## config.mk

```make
export PLATFORM = sky130hd
export DESIGN_NAME = throttle_trapezoid_ramp_sequencer_top_flat
export DESIGN_NICKNAME = d
export VERILOG_FILES = /design/src/ttrs_pkg.sv /design/src/ttrs_if.sv /design/src/throttle_trapezoid_ramp_sequencer_top.sv /design/src/flat_wrapper.sv
export SDC_FILE = /design/constraint.sdc
export NUM_CORES = 1
export LEC_CHECK = 0
export BUFFER_PORTS_ARGS = -buffer_cell sky130_fd_sc_hd__buf_2
export CAP_MARGIN = 10
export CORE_MARGIN = 1.5
export CORE_UTILIZATION = 63
export CTS_CLUSTER_DIAMETER = 30
export DETAILED_ROUTE_END_ITERATION = 8
export HOLD_SLACK_MARGIN = 0.08
export PLACE_DENSITY = 0.85
export REMOVE_ABC_BUFFERS = 1
export SKIP_CTS_REPAIR_TIMING = 1
export SLEW_MARGIN = 20
export SYNTH_ARGS = -nofsm -noshare
export SYNTH_HDL_FRONTEND = slang
export SYNTH_SLANG_ARGS = --single-unit
```

## constraint.sdc

```tcl
create_clock -name clk -period 13.1 [get_ports clk]
set_input_delay 0 -clock clk [delete_from_list [all_inputs] [get_ports clk]]
set_output_delay 0 -clock clk [all_outputs]
set_load 0.005 [all_outputs]
```

## src/ttrs_pkg.sv

```systemverilog
// ttrs_pkg: shared widths, codes and constants for the throttle ramp sequencer
// used by the channel interfaces and by the top level; no dependencies
`default_nettype none

package ttrs_pkg;

	localparam int W_ACT      = 3;
	localparam int W_TIME     = 32;
	localparam int W_THR      = 16;
	localparam int W_PULSE    = 11;
	localparam int W_PHASE    = 2;
	localparam int W_CAL      = 2;
	localparam int W_CFG_IDX  = 2;
	localparam int W_CFG_DATA = 32;
	localparam int W_PROD     = 26;

	typedef enum logic [W_ACT-1:0] {
		ACT_TICK   = 3'd0,
		ACT_TOGGLE = 3'd1,
		ACT_CAL    = 3'd2,
		ACT_UP     = 3'd3,
		ACT_DOWN   = 3'd4,
		ACT_SET    = 3'd5
	} action_t;

	typedef enum logic [W_CFG_IDX-1:0] {
		REG_CAP      = 2'd0,
		REG_STEP     = 2'd1,
		REG_HOLD     = 2'd2,
		REG_INTERVAL = 2'd3
	} cfg_reg_t;

	localparam logic [W_PHASE-1:0] PH_STOP = 2'd0;
	localparam logic [W_PHASE-1:0] PH_UP   = 2'd1;
	localparam logic [W_PHASE-1:0] PH_TOP  = 2'd2;
	localparam logic [W_PHASE-1:0] PH_DOWN = 2'd3;

	localparam logic [W_CAL-1:0] CAL_NORMAL = 2'd0;
	localparam logic [W_CAL-1:0] CAL_FULL   = 2'd1;
	localparam logic [W_CAL-1:0] CAL_MIN    = 2'd2;

	localparam logic [W_THR-1:0]  THR_MAX   = 16'd65535;
	localparam logic [W_THR-1:0]  NUDGE_Q16 = 16'd328;

	localparam logic [W_PULSE-1:0] PULSE_MIN   = 11'd1000;
	localparam logic [W_PULSE-1:0] PULSE_MAX   = 11'd2000;
	localparam logic [9:0]         PULSE_SPAN  = 10'd1000;
	localparam logic [W_PROD-1:0]  PULSE_ROUND = 26'd32768;

	localparam logic [W_THR-1:0]  RST_CAP      = 16'd26214;
	localparam logic [W_THR-1:0]  RST_STEP     = 16'd66;
	localparam logic [W_TIME-1:0] RST_HOLD     = 32'd500000;
	localparam logic [W_TIME-1:0] RST_INTERVAL = 32'd20000;

endpackage

`default_nettype wire

```

## src/ttrs_if.sv

```systemverilog
// ttrs channel interfaces: command request, result and register write channels
// depends on ttrs_pkg for field widths
`default_nettype none

interface ttrs_cmd_if import ttrs_pkg::*; ();
	logic               valid;
	logic               ready;
	logic [W_ACT-1:0]   action;
	logic [W_TIME-1:0]  now_us;
	logic [W_THR-1:0]   set_value;

	modport source (output valid, action, now_us, set_value, input ready);
	modport sink   (input valid, action, now_us, set_value, output ready);
endinterface

interface ttrs_res_if import ttrs_pkg::*; ();
	logic               valid;
	logic               ready;
	logic [W_THR-1:0]   throttle_out;
	logic [W_PULSE-1:0] pulse_us;
	logic [W_PHASE-1:0] phase;
	logic [W_CAL-1:0]   cal_mode_out;

	modport source (output valid, throttle_out, pulse_us, phase, cal_mode_out, input ready);
	modport sink   (input valid, throttle_out, pulse_us, phase, cal_mode_out, output ready);
endinterface

interface ttrs_cfg_if import ttrs_pkg::*; ();
	logic                  valid;
	logic                  ready;
	logic [W_CFG_IDX-1:0]  index;
	logic [W_CFG_DATA-1:0] data;

	modport source (output valid, index, data, input ready);
	modport sink   (input valid, index, data, output ready);
endinterface

`default_nettype wire

```

## src/throttle_trapezoid_ramp_sequencer_top.sv

```systemverilog
// throttle_trapezoid_ramp_sequencer_top: trapezoid throttle sequencer with manual and cal events
// depends on ttrs_pkg and the channel interfaces in ttrs_if.sv
`default_nettype none

// One request per clock, sustained while the result side is ready. A request is captured in an
// input register, the whole sequencer state (run, ramp phase, hold timer reference, calibration
// mode) is updated together from it, and the ESC pulse width is formed in the next stage from
// the registered throttle and held in an output register with the other result fields.
// Register writes take effect at once and are accepted in every cycle.
module throttle_trapezoid_ramp_sequencer_top import ttrs_pkg::*; (
	input  wire logic    clk,
	input  wire logic    arst_n,
	ttrs_cfg_if.sink     cfg,
	ttrs_cmd_if.sink     cmd,
	ttrs_res_if.source   res
);

	// configuration
	logic [W_THR-1:0]  cap_q;
	logic [W_THR-1:0]  step_q;
	logic [W_TIME-1:0] hold_q;
	logic [W_TIME-1:0] interval_q;

	// sequencer state
	logic [W_THR-1:0]  thr_q;
	logic              stopped_q;
	logic              active_q;
	logic              desc_q;
	logic              topd_q;
	logic [W_TIME-1:0] last_q;
	logic [W_CAL-1:0]  cal_q;

	// pipeline
	logic              valid_s1, valid_s2, valid_s3;
	logic [W_ACT-1:0]  action_s1;
	logic [W_TIME-1:0] now_s1;
	logic [W_THR-1:0]  setv_s1;
	logic [W_THR-1:0]  thr_s2;
	logic              stopped_s2;
	logic [W_CAL-1:0]  cal_s2;
	logic [W_PHASE-1:0] phase_s2;
	logic [W_THR-1:0]  thr_s3;
	logic [W_PULSE-1:0] pulse_s3;
	logic [W_PHASE-1:0] phase_s3;
	logic [W_CAL-1:0]  cal_s3;

	logic en1, en2, en3;

	// next state
	logic [W_THR-1:0]  thr_n;
	logic              stopped_n;
	logic              active_n;
	logic              desc_n;
	logic              topd_n;
	logic [W_TIME-1:0] last_n;
	logic [W_CAL-1:0]  cal_n;
	logic [W_PHASE-1:0] phase_n;
	logic [W_THR:0]    up_sum;
	logic [W_THR:0]    ramp_sum;
	logic [W_TIME-1:0] elapsed;
	logic              hold_fire;
	logic              step_go;

	logic [W_PROD-1:0] prod;
	logic [W_PULSE-1:0] pulse_n;

	// handshake
	assign en3       = !valid_s3 || res.ready;
	assign en2       = !valid_s2 || en3;
	assign en1       = !valid_s1 || en2;
	assign cmd.ready = en1;
	assign cfg.ready = 1'b1;

	// register writes
	always_ff @(posedge clk or negedge arst_n) begin
		if (!arst_n) begin
			cap_q      <= RST_CAP;
			step_q     <= RST_STEP;
			hold_q     <= RST_HOLD;
			interval_q <= RST_INTERVAL;
		end else if (cfg.valid) begin
			unique case (cfg_reg_t'(cfg.index))
				REG_CAP:      cap_q      <= cfg.data[W_THR-1:0];
				REG_STEP:     step_q     <= cfg.data[W_THR-1:0];
				REG_HOLD:     hold_q     <= cfg.data;
				REG_INTERVAL: interval_q <= cfg.data;
			endcase
		end
	end

	// event then ramp update
	always_comb begin
		thr_n     = thr_q;
		stopped_n = stopped_q;
		active_n  = active_q;
		desc_n    = desc_q;
		topd_n    = topd_q;
		last_n    = last_q;
		cal_n     = cal_q;
		up_sum    = {1'b0, thr_q} + {1'b0, NUDGE_Q16};
		ramp_sum  = '0;
		elapsed   = '0;
		hold_fire = 1'b0;
		step_go   = 1'b0;

		case (action_t'(action_s1))
			ACT_TOGGLE: begin
				stopped_n = !stopped_q;
				if (stopped_q) begin
					active_n = 1'b1;
					desc_n   = 1'b0;
					topd_n   = 1'b0;
					thr_n    = '0;
					last_n   = now_s1;
				end
			end
			ACT_CAL: cal_n = (cal_q >= CAL_MIN) ? CAL_NORMAL : cal_q + 2'd1;
			ACT_UP:  thr_n = up_sum[W_THR] ? THR_MAX : up_sum[W_THR-1:0];
			ACT_DOWN: thr_n = (thr_q > NUDGE_Q16) ? thr_q - NUDGE_Q16 : '0;
			ACT_SET: thr_n = setv_s1;
			default: ;
		endcase

		if (cal_n != CAL_NORMAL) begin
			thr_n = '0;
		end else begin
			if (active_n && !stopped_n) begin
				elapsed   = now_s1 - last_n;
				hold_fire = desc_n && !topd_n && (elapsed >= hold_q);
				step_go   = hold_fire ? (interval_q == '0) : (elapsed >= interval_q);
				if (hold_fire) begin
					topd_n = 1'b1;
					last_n = now_s1;
				end
				if (step_go) begin
					if (!desc_n) begin
						ramp_sum = {1'b0, thr_n} + {1'b0, step_q};
						last_n   = now_s1;
						if (ramp_sum[W_THR] || ramp_sum[W_THR-1:0] >= cap_q) begin
							thr_n  = cap_q;
							desc_n = 1'b1;
						end else begin
							thr_n = ramp_sum[W_THR-1:0];
						end
					end else if (topd_n) begin
						last_n = now_s1;
						if (thr_n <= step_q) begin
							thr_n     = '0;
							active_n  = 1'b0;
							stopped_n = 1'b1;
						end else begin
							thr_n = thr_n - step_q;
						end
					end
				end
			end
			if (stopped_n) begin
				thr_n    = '0;
				active_n = 1'b0;
				desc_n   = 1'b0;
			end
		end

		if (stopped_n || !active_n) phase_n = PH_STOP;
		else if (!desc_n)           phase_n = PH_UP;
		else if (!topd_n)           phase_n = PH_TOP;
		else                        phase_n = PH_DOWN;
	end

	// pulse width from the registered throttle
	always_comb begin
		prod = {{(W_PROD-W_THR){1'b0}}, thr_s2} * {{(W_PROD-10){1'b0}}, PULSE_SPAN} + PULSE_ROUND;
		if (cal_s2 == CAL_FULL)
			pulse_n = PULSE_MAX;
		else if (cal_s2 == CAL_MIN || stopped_s2)
			pulse_n = PULSE_MIN;
		else
			pulse_n = PULSE_MIN + {1'b0, prod[W_PROD-1:16]};
	end

	// control state
	always_ff @(posedge clk or negedge arst_n) begin
		if (!arst_n) begin
			valid_s1  <= 1'b0;
			valid_s2  <= 1'b0;
			valid_s3  <= 1'b0;
			thr_q     <= '0;
			stopped_q <= 1'b1;
			active_q  <= 1'b0;
			desc_q    <= 1'b0;
			topd_q    <= 1'b0;
			last_q    <= '0;
			cal_q     <= CAL_NORMAL;
		end else begin
			if (en1) valid_s1 <= cmd.valid;
			if (en2) valid_s2 <= valid_s1;
			if (en3) valid_s3 <= valid_s2;
			if (en2 && valid_s1) begin
				thr_q     <= thr_n;
				stopped_q <= stopped_n;
				active_q  <= active_n;
				desc_q    <= desc_n;
				topd_q    <= topd_n;
				last_q    <= last_n;
				cal_q     <= cal_n;
			end
		end
	end

	// payload stages
	always_ff @(posedge clk) begin
		if (en1 && cmd.valid) begin
			action_s1 <= cmd.action;
			now_s1    <= cmd.now_us;
			setv_s1   <= cmd.set_value;
		end
		if (en2 && valid_s1) begin
			thr_s2     <= thr_n;
			stopped_s2 <= stopped_n;
			cal_s2     <= cal_n;
			phase_s2   <= phase_n;
		end
		if (en3 && valid_s2) begin
			thr_s3   <= thr_s2;
			pulse_s3 <= pulse_n;
			phase_s3 <= phase_s2;
			cal_s3   <= cal_s2;
		end
	end

	assign res.valid        = valid_s3;
	assign res.throttle_out = thr_s3;
	assign res.pulse_us     = pulse_s3;
	assign res.phase        = phase_s3;
	assign res.cal_mode_out = cal_s3;

`ifndef SYNTHESIS
	a_accept_fills_s1: assert property (@(posedge clk) disable iff (!arst_n)
		cmd.valid && cmd.ready |=> valid_s1)
		else $error("accepted request not captured");

	a_cal_zero_thr: assert property (@(posedge clk) disable iff (!arst_n)
		res.valid && res.cal_mode_out != CAL_NORMAL |-> res.throttle_out == '0)
		else $error("throttle nonzero during calibration");

	a_stop_zero_thr: assert property (@(posedge clk) disable iff (!arst_n)
		res.valid && res.phase == PH_STOP |-> res.throttle_out == '0)
		else $error("throttle nonzero while stopped");

	a_full_pulse: assert property (@(posedge clk) disable iff (!arst_n)
		res.valid && res.cal_mode_out == CAL_FULL |-> res.pulse_us == PULSE_MAX)
		else $error("full calibration pulse wrong");
`endif

endmodule

`default_nettype wire

```

## src/flat_wrapper.sv

```systemverilog
// flat-port wrapper written by rule: the top's interface ports become plain ports
module throttle_trapezoid_ramp_sequencer_top_flat import ttrs_pkg::*;
  (clk, arst_n, cfg_valid, cfg_index, cfg_data, cfg_ready, cmd_valid, cmd_action, cmd_now_us, cmd_set_value, cmd_ready, res_valid, res_throttle_out, res_pulse_us, res_phase, res_cal_mode_out, res_ready);
  ttrs_cfg_if cfg_i ();
  ttrs_cmd_if cmd_i ();
  ttrs_res_if res_i ();
  input  wire logic clk;
  input  wire logic arst_n;
  input wire logic [$bits(cfg_i.valid)-1:0] cfg_valid;
  input wire logic [$bits(cfg_i.index)-1:0] cfg_index;
  input wire logic [$bits(cfg_i.data)-1:0] cfg_data;
  output wire logic [$bits(cfg_i.ready)-1:0] cfg_ready;
  input wire logic [$bits(cmd_i.valid)-1:0] cmd_valid;
  input wire logic [$bits(cmd_i.action)-1:0] cmd_action;
  input wire logic [$bits(cmd_i.now_us)-1:0] cmd_now_us;
  input wire logic [$bits(cmd_i.set_value)-1:0] cmd_set_value;
  output wire logic [$bits(cmd_i.ready)-1:0] cmd_ready;
  output wire logic [$bits(res_i.valid)-1:0] res_valid;
  output wire logic [$bits(res_i.throttle_out)-1:0] res_throttle_out;
  output wire logic [$bits(res_i.pulse_us)-1:0] res_pulse_us;
  output wire logic [$bits(res_i.phase)-1:0] res_phase;
  output wire logic [$bits(res_i.cal_mode_out)-1:0] res_cal_mode_out;
  input wire logic [$bits(res_i.ready)-1:0] res_ready;
  assign cfg_i.valid = cfg_valid;
  assign cfg_i.index = cfg_index;
  assign cfg_i.data = cfg_data;
  assign cfg_ready = cfg_i.ready;
  assign cmd_i.valid = cmd_valid;
  assign cmd_i.action = cmd_action;
  assign cmd_i.now_us = cmd_now_us;
  assign cmd_i.set_value = cmd_set_value;
  assign cmd_ready = cmd_i.ready;
  assign res_valid = res_i.valid;
  assign res_throttle_out = res_i.throttle_out;
  assign res_pulse_us = res_i.pulse_us;
  assign res_phase = res_i.phase;
  assign res_cal_mode_out = res_i.cal_mode_out;
  assign res_i.ready = res_ready;
  throttle_trapezoid_ramp_sequencer_top u_core (.clk(clk), .arst_n(arst_n), .cfg(cfg_i), .cmd(cmd_i), .res(res_i));
endmodule
```

# --- Word-level counts from Yosys, hierarchy flattened ---
# Cells that the tools add are included.
# W data, S select, Z words.
classes:
  n_addsub: 8
  mul: 1
  n_div: 0
  order_cmp: 6
  n_eq_ne: 10
  shift: 0
  mux: 58
  bitwise: 1
  n_reduce_logical: 28
op_table:
  columns: ["operator", "n"]
  rows:
  - ["$mux W32", 8]
  - ["$mux W16", 11]
  - ["$ge A32 B32 Y1", 2]
  - ["$pmux W16 S4", 1]
  - ["$mux W1", 35]
  - ["$logic_not A32 Y1", 1]
  - ["$sub A32 B32 Y32", 1]
  - ["$add A26 B16 Y26 const B", 1]
  - ["$mul A16 B7 Y23 const B", 1]
  - ["$add A16 B16 Y17", 1]
  - ["$add A16 B9 Y17 const B", 1]
  - ["$ge A16 B16 Y1", 1]
  - ["$gt A16 B9 Y1 const B", 1]
  - ["$le A16 B16 Y1", 1]
  - ["$sub A16 B16 Y16", 1]
  - ["$sub A16 B9 Y16 const B", 1]
  - ["$add A10 B10 Y11 const A", 1]
  - ["$mux W11", 1]
  - ["$reduce_and A2 Y1", 4]
  - ["$logic_not A1 Y1", 7]
  - ["$eq A2 B2 Y1 const B", 3]
  - ["$eq A3 B2 Y1 const B", 2]
  - ["$eq A3 B3 Y1 const B", 2]
  - ["$logic_and A1 B1 Y1", 6]
  - ["other kinds (10)", 18]
totals:
  register_bits: 256
  latch_bits: 0
  ramBits: 0
  romBits: 0
  in_bits: 90
  word_cells: 139
  mem_count: 0

# --- Logic depth before layout (Yosys ltp) ---
logic_depth:
  word_depth: 18
  mapped_depth: 32
  ltp_nobuf: 28

# --- Worst setup path before layout ---
# No wires, ideal clock.
synth_timing:
  kind: "register to register"
  start: "reg u_core.action_s1[2]"
  end: "reg u_core.thr_s2[13], data pin"
  setup_time_ns: 0.260
  arrival_ns: 6.355
  required_time_ns: 12.840
  setup_slack_ns: 6.485
  stages_incl_launch_ff: 29
  path_buffers: 5
  synth_period_minus_slack_ns: 6.615
  path_cell_list: "edfxtp_1 clkbuf_1 nor3b_2 and2_1 clkbuf_1 buf_1 mux2i_1 ha_1 o21ai_0 a21boi_0 o211ai_1 a2111oi_0 o31ai_1 a31oi_1 o21a_1 nor2_1 xnor2_1 ha_1 nand2_1 nor4_1 nand4_1 nor2_1 nand3_1 a311o_1 a311o_1 buf_2 o21ai_1 buf_2 nor3_1"
synth_between:
  elab_chain_len: 15
synth_rtl:
  columns: ["element", "line_no", "source"]
  rows:
  - ["from (decl)", "throttle_trapezoid_ramp_sequencer_top.sv:35", "logic [W_ACT-1:0] action_s1;"]
  - ["from (signal assigned)", "throttle_trapezoid_ramp_sequencer_top.sv:213", "action_s1 <= cmd.action;"]
  - ["$eq A3 B1 Y1", "throttle_trapezoid_ramp_sequencer_top.sv:106", "case (action_t'(action_s1))"]
  - ["$mux W32 / $mux W1 (equally long branches)", "throttle_trapezoid_ramp_sequencer_top.sv:106", null]
  - ["$sub A32 B32 Y32 / $logic_not A1 Y1 (equally long branches)", "throttle_trapezoid_ramp_sequencer_top.sv:128, throttle_trapezoid_ramp_sequencer_top.sv:129", null]
  - ["$ge A32 B32 Y1 / $logic_and A1 B1 Y1 (equally long branches)", "throttle_trapezoid_ramp_sequencer_top.sv:129", "hold_fire = desc_n && !topd_n && (elapsed >= hold_q);"]
  - ["$logic_and A1 B1 Y1", "throttle_trapezoid_ramp_sequencer_top.sv:129", null]
  - ["$mux W1", "throttle_trapezoid_ramp_sequencer_top.sv:131", "if (hold_fire) begin"]
  - ["$mux W1", "throttle_trapezoid_ramp_sequencer_top.sv:127", "if (active_n && !stopped_n) begin"]
  - ["$mux W1", "throttle_trapezoid_ramp_sequencer_top.sv:124", "if (cal_n != CAL_NORMAL) begin"]
  - ["$mux W1", "throttle_trapezoid_ramp_sequencer_top.sv:145", "end else if (topd_n) begin"]
  - ["$mux W1", "throttle_trapezoid_ramp_sequencer_top.sv:136", "if (!desc_n) begin"]
  - ["$mux W1", "throttle_trapezoid_ramp_sequencer_top.sv:135", "if (step_go) begin"]
  - ["$mux W1", "throttle_trapezoid_ramp_sequencer_top.sv:127", null]
  - ["$mux W1", "throttle_trapezoid_ramp_sequencer_top.sv:124", null]
  - ["$mux W16", "throttle_trapezoid_ramp_sequencer_top.sv:157", "if (stopped_n) begin"]
  - ["$mux W16 (*)", "throttle_trapezoid_ramp_sequencer_top.sv:124", null]
  - ["named net u_core.thr_n[13]", "throttle_trapezoid_ramp_sequencer_top.sv:50", "logic [W_THR-1:0] thr_n;"]
  - ["to (signal assigned)", "throttle_trapezoid_ramp_sequencer_top.sv:218", "thr_s2 <= thr_n;"]
  - ["to (decl)", "throttle_trapezoid_ramp_sequencer_top.sv:38", "logic [W_THR-1:0] thr_s2;"]
# The timed path passes the listed nets; every way through them passes the cells marked *. The select of a mux whose other input is x is not followed.
# A chain may end at the register's enable or synchronous reset.

# --- Worst setup path in the final report ---
layout_timing:
  start: "reg u_core.action_s1[2]"
  end: "reg u_core.thr_q[1]"
layout_between:
  elab_chain_len: 15
layout_rtl:
  columns: ["element", "line_no", "source"]
  rows:
  - ["$eq A3 B1 Y1", "throttle_trapezoid_ramp_sequencer_top.sv:106", null]
  - ["$mux W32 / $mux W1 (equally long branches)", "throttle_trapezoid_ramp_sequencer_top.sv:106", null]
  - ["$sub A32 B32 Y32 / $logic_not A1 Y1 (equally long branches)", "throttle_trapezoid_ramp_sequencer_top.sv:128, throttle_trapezoid_ramp_sequencer_top.sv:129", null]
  - ["$ge A32 B32 Y1 / $logic_and A1 B1 Y1 (equally long branches)", "throttle_trapezoid_ramp_sequencer_top.sv:129", null]
  - ["$logic_and A1 B1 Y1", "throttle_trapezoid_ramp_sequencer_top.sv:129", null]
  - ["$mux W1", "throttle_trapezoid_ramp_sequencer_top.sv:131", null]
  - ["$mux W1", "throttle_trapezoid_ramp_sequencer_top.sv:127", null]
  - ["$mux W1", "throttle_trapezoid_ramp_sequencer_top.sv:124", null]
  - ["$mux W1", "throttle_trapezoid_ramp_sequencer_top.sv:145", null]
  - ["$mux W1", "throttle_trapezoid_ramp_sequencer_top.sv:136", null]
  - ["$mux W1", "throttle_trapezoid_ramp_sequencer_top.sv:135", null]
  - ["$mux W1", "throttle_trapezoid_ramp_sequencer_top.sv:127", null]
  - ["$mux W1", "throttle_trapezoid_ramp_sequencer_top.sv:124", null]
  - ["$mux W16", "throttle_trapezoid_ramp_sequencer_top.sv:157", null]
  - ["$mux W16 (*)", "throttle_trapezoid_ramp_sequencer_top.sv:124", null]
  - ["to (signal assigned)", "throttle_trapezoid_ramp_sequencer_top.sv:199", "thr_q <= thr_n;"]
  - ["to (decl)", "throttle_trapezoid_ramp_sequencer_top.sv:25", "logic [W_THR-1:0] thr_q;"]
# Mark *: on every way between the ends. The rest lies on a longest branch, timed or not. The select of a mux whose other input is x is not followed.

==> results.sh <==
export IMPL_synth_cells=1826
export IMPL_synth_most_common_cell="ha_1"
export IMPL_synth_top_family_by_area="adder cells"
export IMPL_worst_path_buf_inv=0
export IMPL_hold_depth=2
export IMPL_seq_area_um2=6950
export IMPL_worst_pin_slew_ps=1090
export IMPL_crit_type="reg2reg"
export IMPL_slowest_stage="and2_2"
export IMPL_fillers=1772
export IMPL_r2r_cells=24
export IMPL_synthXorXnorAreaFrac=0.0399
export IMPL_path_max_fanout=35
export IMPL_grt_pass1_vias=16000
export IMPL_synth_compound_area_frac=0.158
export IMPL_synth_common_cells="ha_1 (197), inv_1 (171), dfrtp_1 (130), a21oi_1 (120), mux2_2 (107)"
export IMPL_crit_path_end_kind="register"
export IMPL_dp_slack_ps=4570
export IMPL_relSlewSlack=0.276
export IMPL_cp_required_ps=13580
export IMPL_rows=63
export IMPL_cts_root_buf="clkbuf_16"
export IMPL_drive_gt1_frac=0.194
export IMPL_min_to="u_core.now_s1[23]"
export IMPL_fmax_ghz=0.113
export IMPL_post_route_period_util=0.676
export IMPL_n_antenna_cell=0
export IMPL_cp_top_family="compound AO/OA/AOI/OAI gates"
export IMPL_hold_start="cmd_now_us[23]"
export IMPL_via_per_inst=6.46
export IMPL_fp_dieW_um=176
export IMPL_synthTopCellsByArea="dfrtp_1 (17%), edfxtp_1 (16%), ha_1 (13%)"
export IMPL_vias=16200
export IMPL_numCtsBuffers=57
export IMPL_grt_pass1_wl_um=80600
export IMPL_reg2reg_to="u_core.thr_q[1]"
export IMPL_synth_mux_area_frac=0.0898
export IMPL_synth_warnings=0
export IMPL_drv_cap=0
export IMPL_synthSimpleGateAreaFrac=0.109
export IMPL_die_area_um2=31100
export IMPL_cts_clk_slew_worst_paths_ps=50
export IMPL_cts_sinks=256
export IMPL_ant_nets=0
export IMPL_rsz0062_at_grt="no"
export IMPL_ys_flop_type="dfrtp_1"
export IMPL_dp_hpwl_um=36400
export IMPL_cp_slowest_stage_delay_ps=940
export IMPL_netlist_area_leader_share=0.172
export IMPL_slew_violations=0
export IMPL_ys_seq_elements=256
export IMPL_io_pins=124
export IMPL_ys_types=99
export IMPL_critical_path_reg2reg_startpoint="u_core.action_s1[2]"
export IMPL_drt_wl_total_um=55800
export IMPL_die_y_um=176
export IMPL_clockBufferDepth=3
export IMPL_overflow=0
export IMPL_synth_top_area_cell="dfrtp_1"
export IMPL_fin_util=0.777
export IMPL_antenna_found_initial=0
export IMPL_ys_seq_area_frac=0.367
export IMPL_grt_usage=0.331
export IMPL_timing_final_ws_setup_ps=4250
export IMPL_drtPass1Iterations=6
export IMPL_initial_core_util=0.639
export IMPL_hold_path_class="in2reg"
export IMPL_finalSetupViolations=0
export IMPL_startpoint_type="register"
export IMPL_synth_edf_count=103
export IMPL_grt_max_degree=80
export IMPL_syn_area_um2=18900
export IMPL_clkLatencyLatePin_ps=610
export IMPL_multi_input_area_um2=11100
export IMPL_fin_worst_skew_ps=46.7
export IMPL_synthAdderAreaFrac=0.190
export IMPL_place_congestion=0.964
export IMPL_status="finished clean"
export IMPL_core_um2=29600
export IMPL_cp_arrival_ps=9330
export IMPL_portBuffers=122
export IMPL_remaining_drc_errors=0
export IMPL_reg2reg_slack_ps=4250
export IMPL_hold_viol=0
export IMPL_fin_nets=2412
export IMPL_synthArstFlopShare=0.598
export IMPL_setup_tns_ps=0
export IMPL_worstPathCellList="nor3b_2, and2_2, mux2i_1, ha_1, o21ai_0, a21boi_0, o211ai_1, a2111oi_0, o31ai_1, a31oi_1, o21a_1, nor2_1, xnor2_1, ha_1, nand2_1, nor4_1, nand4_1, nor2_1, nand3_1, a311o_1, a311o_1, o21ai_1, nor2_1, a22o_1"
export IMPL_drtIter0Drc=1457
export IMPL_area_growth_pct=21.6
export IMPL_syn_area_per_cell_um2=10.4
export IMPL_wl_per_cell_um=22.3
export IMPL_ctsHtreeMaxLevel=2
export IMPL_cpMostUsedCell="nor2_1"
export IMPL_final_min_clock_period_ps=8850
export IMPL_cts_tree="done"
==> state kept, by name (all words and copies together) (netlist names), 2 cells and up <==
name	flops
u_core.hold_q	32
u_core.interval_q	32
u_core.last_q	32
u_core.now_s1	32
u_core.cap_q	16
u_core.res.throttle_out	16
u_core.setv_s1	16
u_core.step_q	16
u_core.thr_q	16
u_core.thr_s2	16
u_core.res.pulse_us	11
u_core.action_s1	3
u_core.cal_q	2
u_core.cal_s2	2
u_core.phase_s2	2
u_core.res.cal_mode_out	2
u_core.res.phase	2
==> cells in the final DEF, fill, tap and decap left out, types with 21 or more instances in the layout <==
master and instances:
ha_1 197, inv_1 171, dfrtp_1 130, buf_2 121, a21oi_1 120, mux2_2 107
o21ai_0 105, dlygate4sd3_1 103, edfxtp_1 103, nor2_1 85, nand2_1 83, clkbuf_16 60
fa_1 56, xnor2_1 48, a21o_1 44, mux2i_1 35, xor2_1 30, nand3_1 27
nand2b_1 27, nand4_1 25, nor3_1 23, dfstp_2 23, nor2b_1 21
==> how the worst max path moves through the flow <==
stage	start	endpoint	cells past startpoint
after global routing	u_core.action_s1[2]	u_core.thr_q[1]	24
after global placement	u_core.action_s1[1]	u_core.thr_q[1]	24
after CTS	u_core.action_s1[2]	u_core.thr_q[9]	24
final	u_core.action_s1[2]	u_core.thr_q[1]	24
after detailed placement	u_core.action_s1[1]	u_core.thr_q[9]	24
after floorplan	u_core.action_s1[2]	u_core.last_q[0]	24
==> metrics by stage <==
step           instances  instance area (um^2)  hold slack (ps)
2_1_floorplan       1771                 18700             -296
5_1_grt             2508                 23000              105
4_1_cts             2405                 22000             -534
3_3_place_gp        2297                 19900             69.3
6_report            2508                 23000             99.6
3_5_place_dp        2297                 19900             84.8
==> per-layer routing <==
metal | global-route usage | share of wire | vias to the layer above
li1 | - | - | 7138
met1 | 0.377 | 0.36 | 7909
met2 | 0.583 | 0.50 | 914
met3 | 0.0577 | 0.078 | 243
met4 | 0.197 | 0.062 | 0
met5 | 0 | 0 | -
==> logic make-up after synthesis <==
| group | Yosys count |
|---|---|
| other cells | 1 |
| xor+xnor | 81 |
| mux | 155 |
| compound gates | 453 |
| simple gates | 395 |
| flops | 256 |
| fa+ha+maj | 255 |
| buf+inv | 230 |
==> final cells by class <==
| class | instances | area share |
|---|---|---|
| clock inverters | 30 | 0.0174 |
| inverters | 175 | 0.0285 |
| clock buffers | 78 | 0.0720 |
| repair buffers | 239 | 0.0761 |
| flip-flops and latches | 256 | 0.302 |
| well taps | 390 | 0.0212 |
| multi-input cells | 1340 | 0.483 |
Power is left out: the tool's default activity adds up to more than one toggle a clock period on the data nets, which glitch-free logic cannot reach.
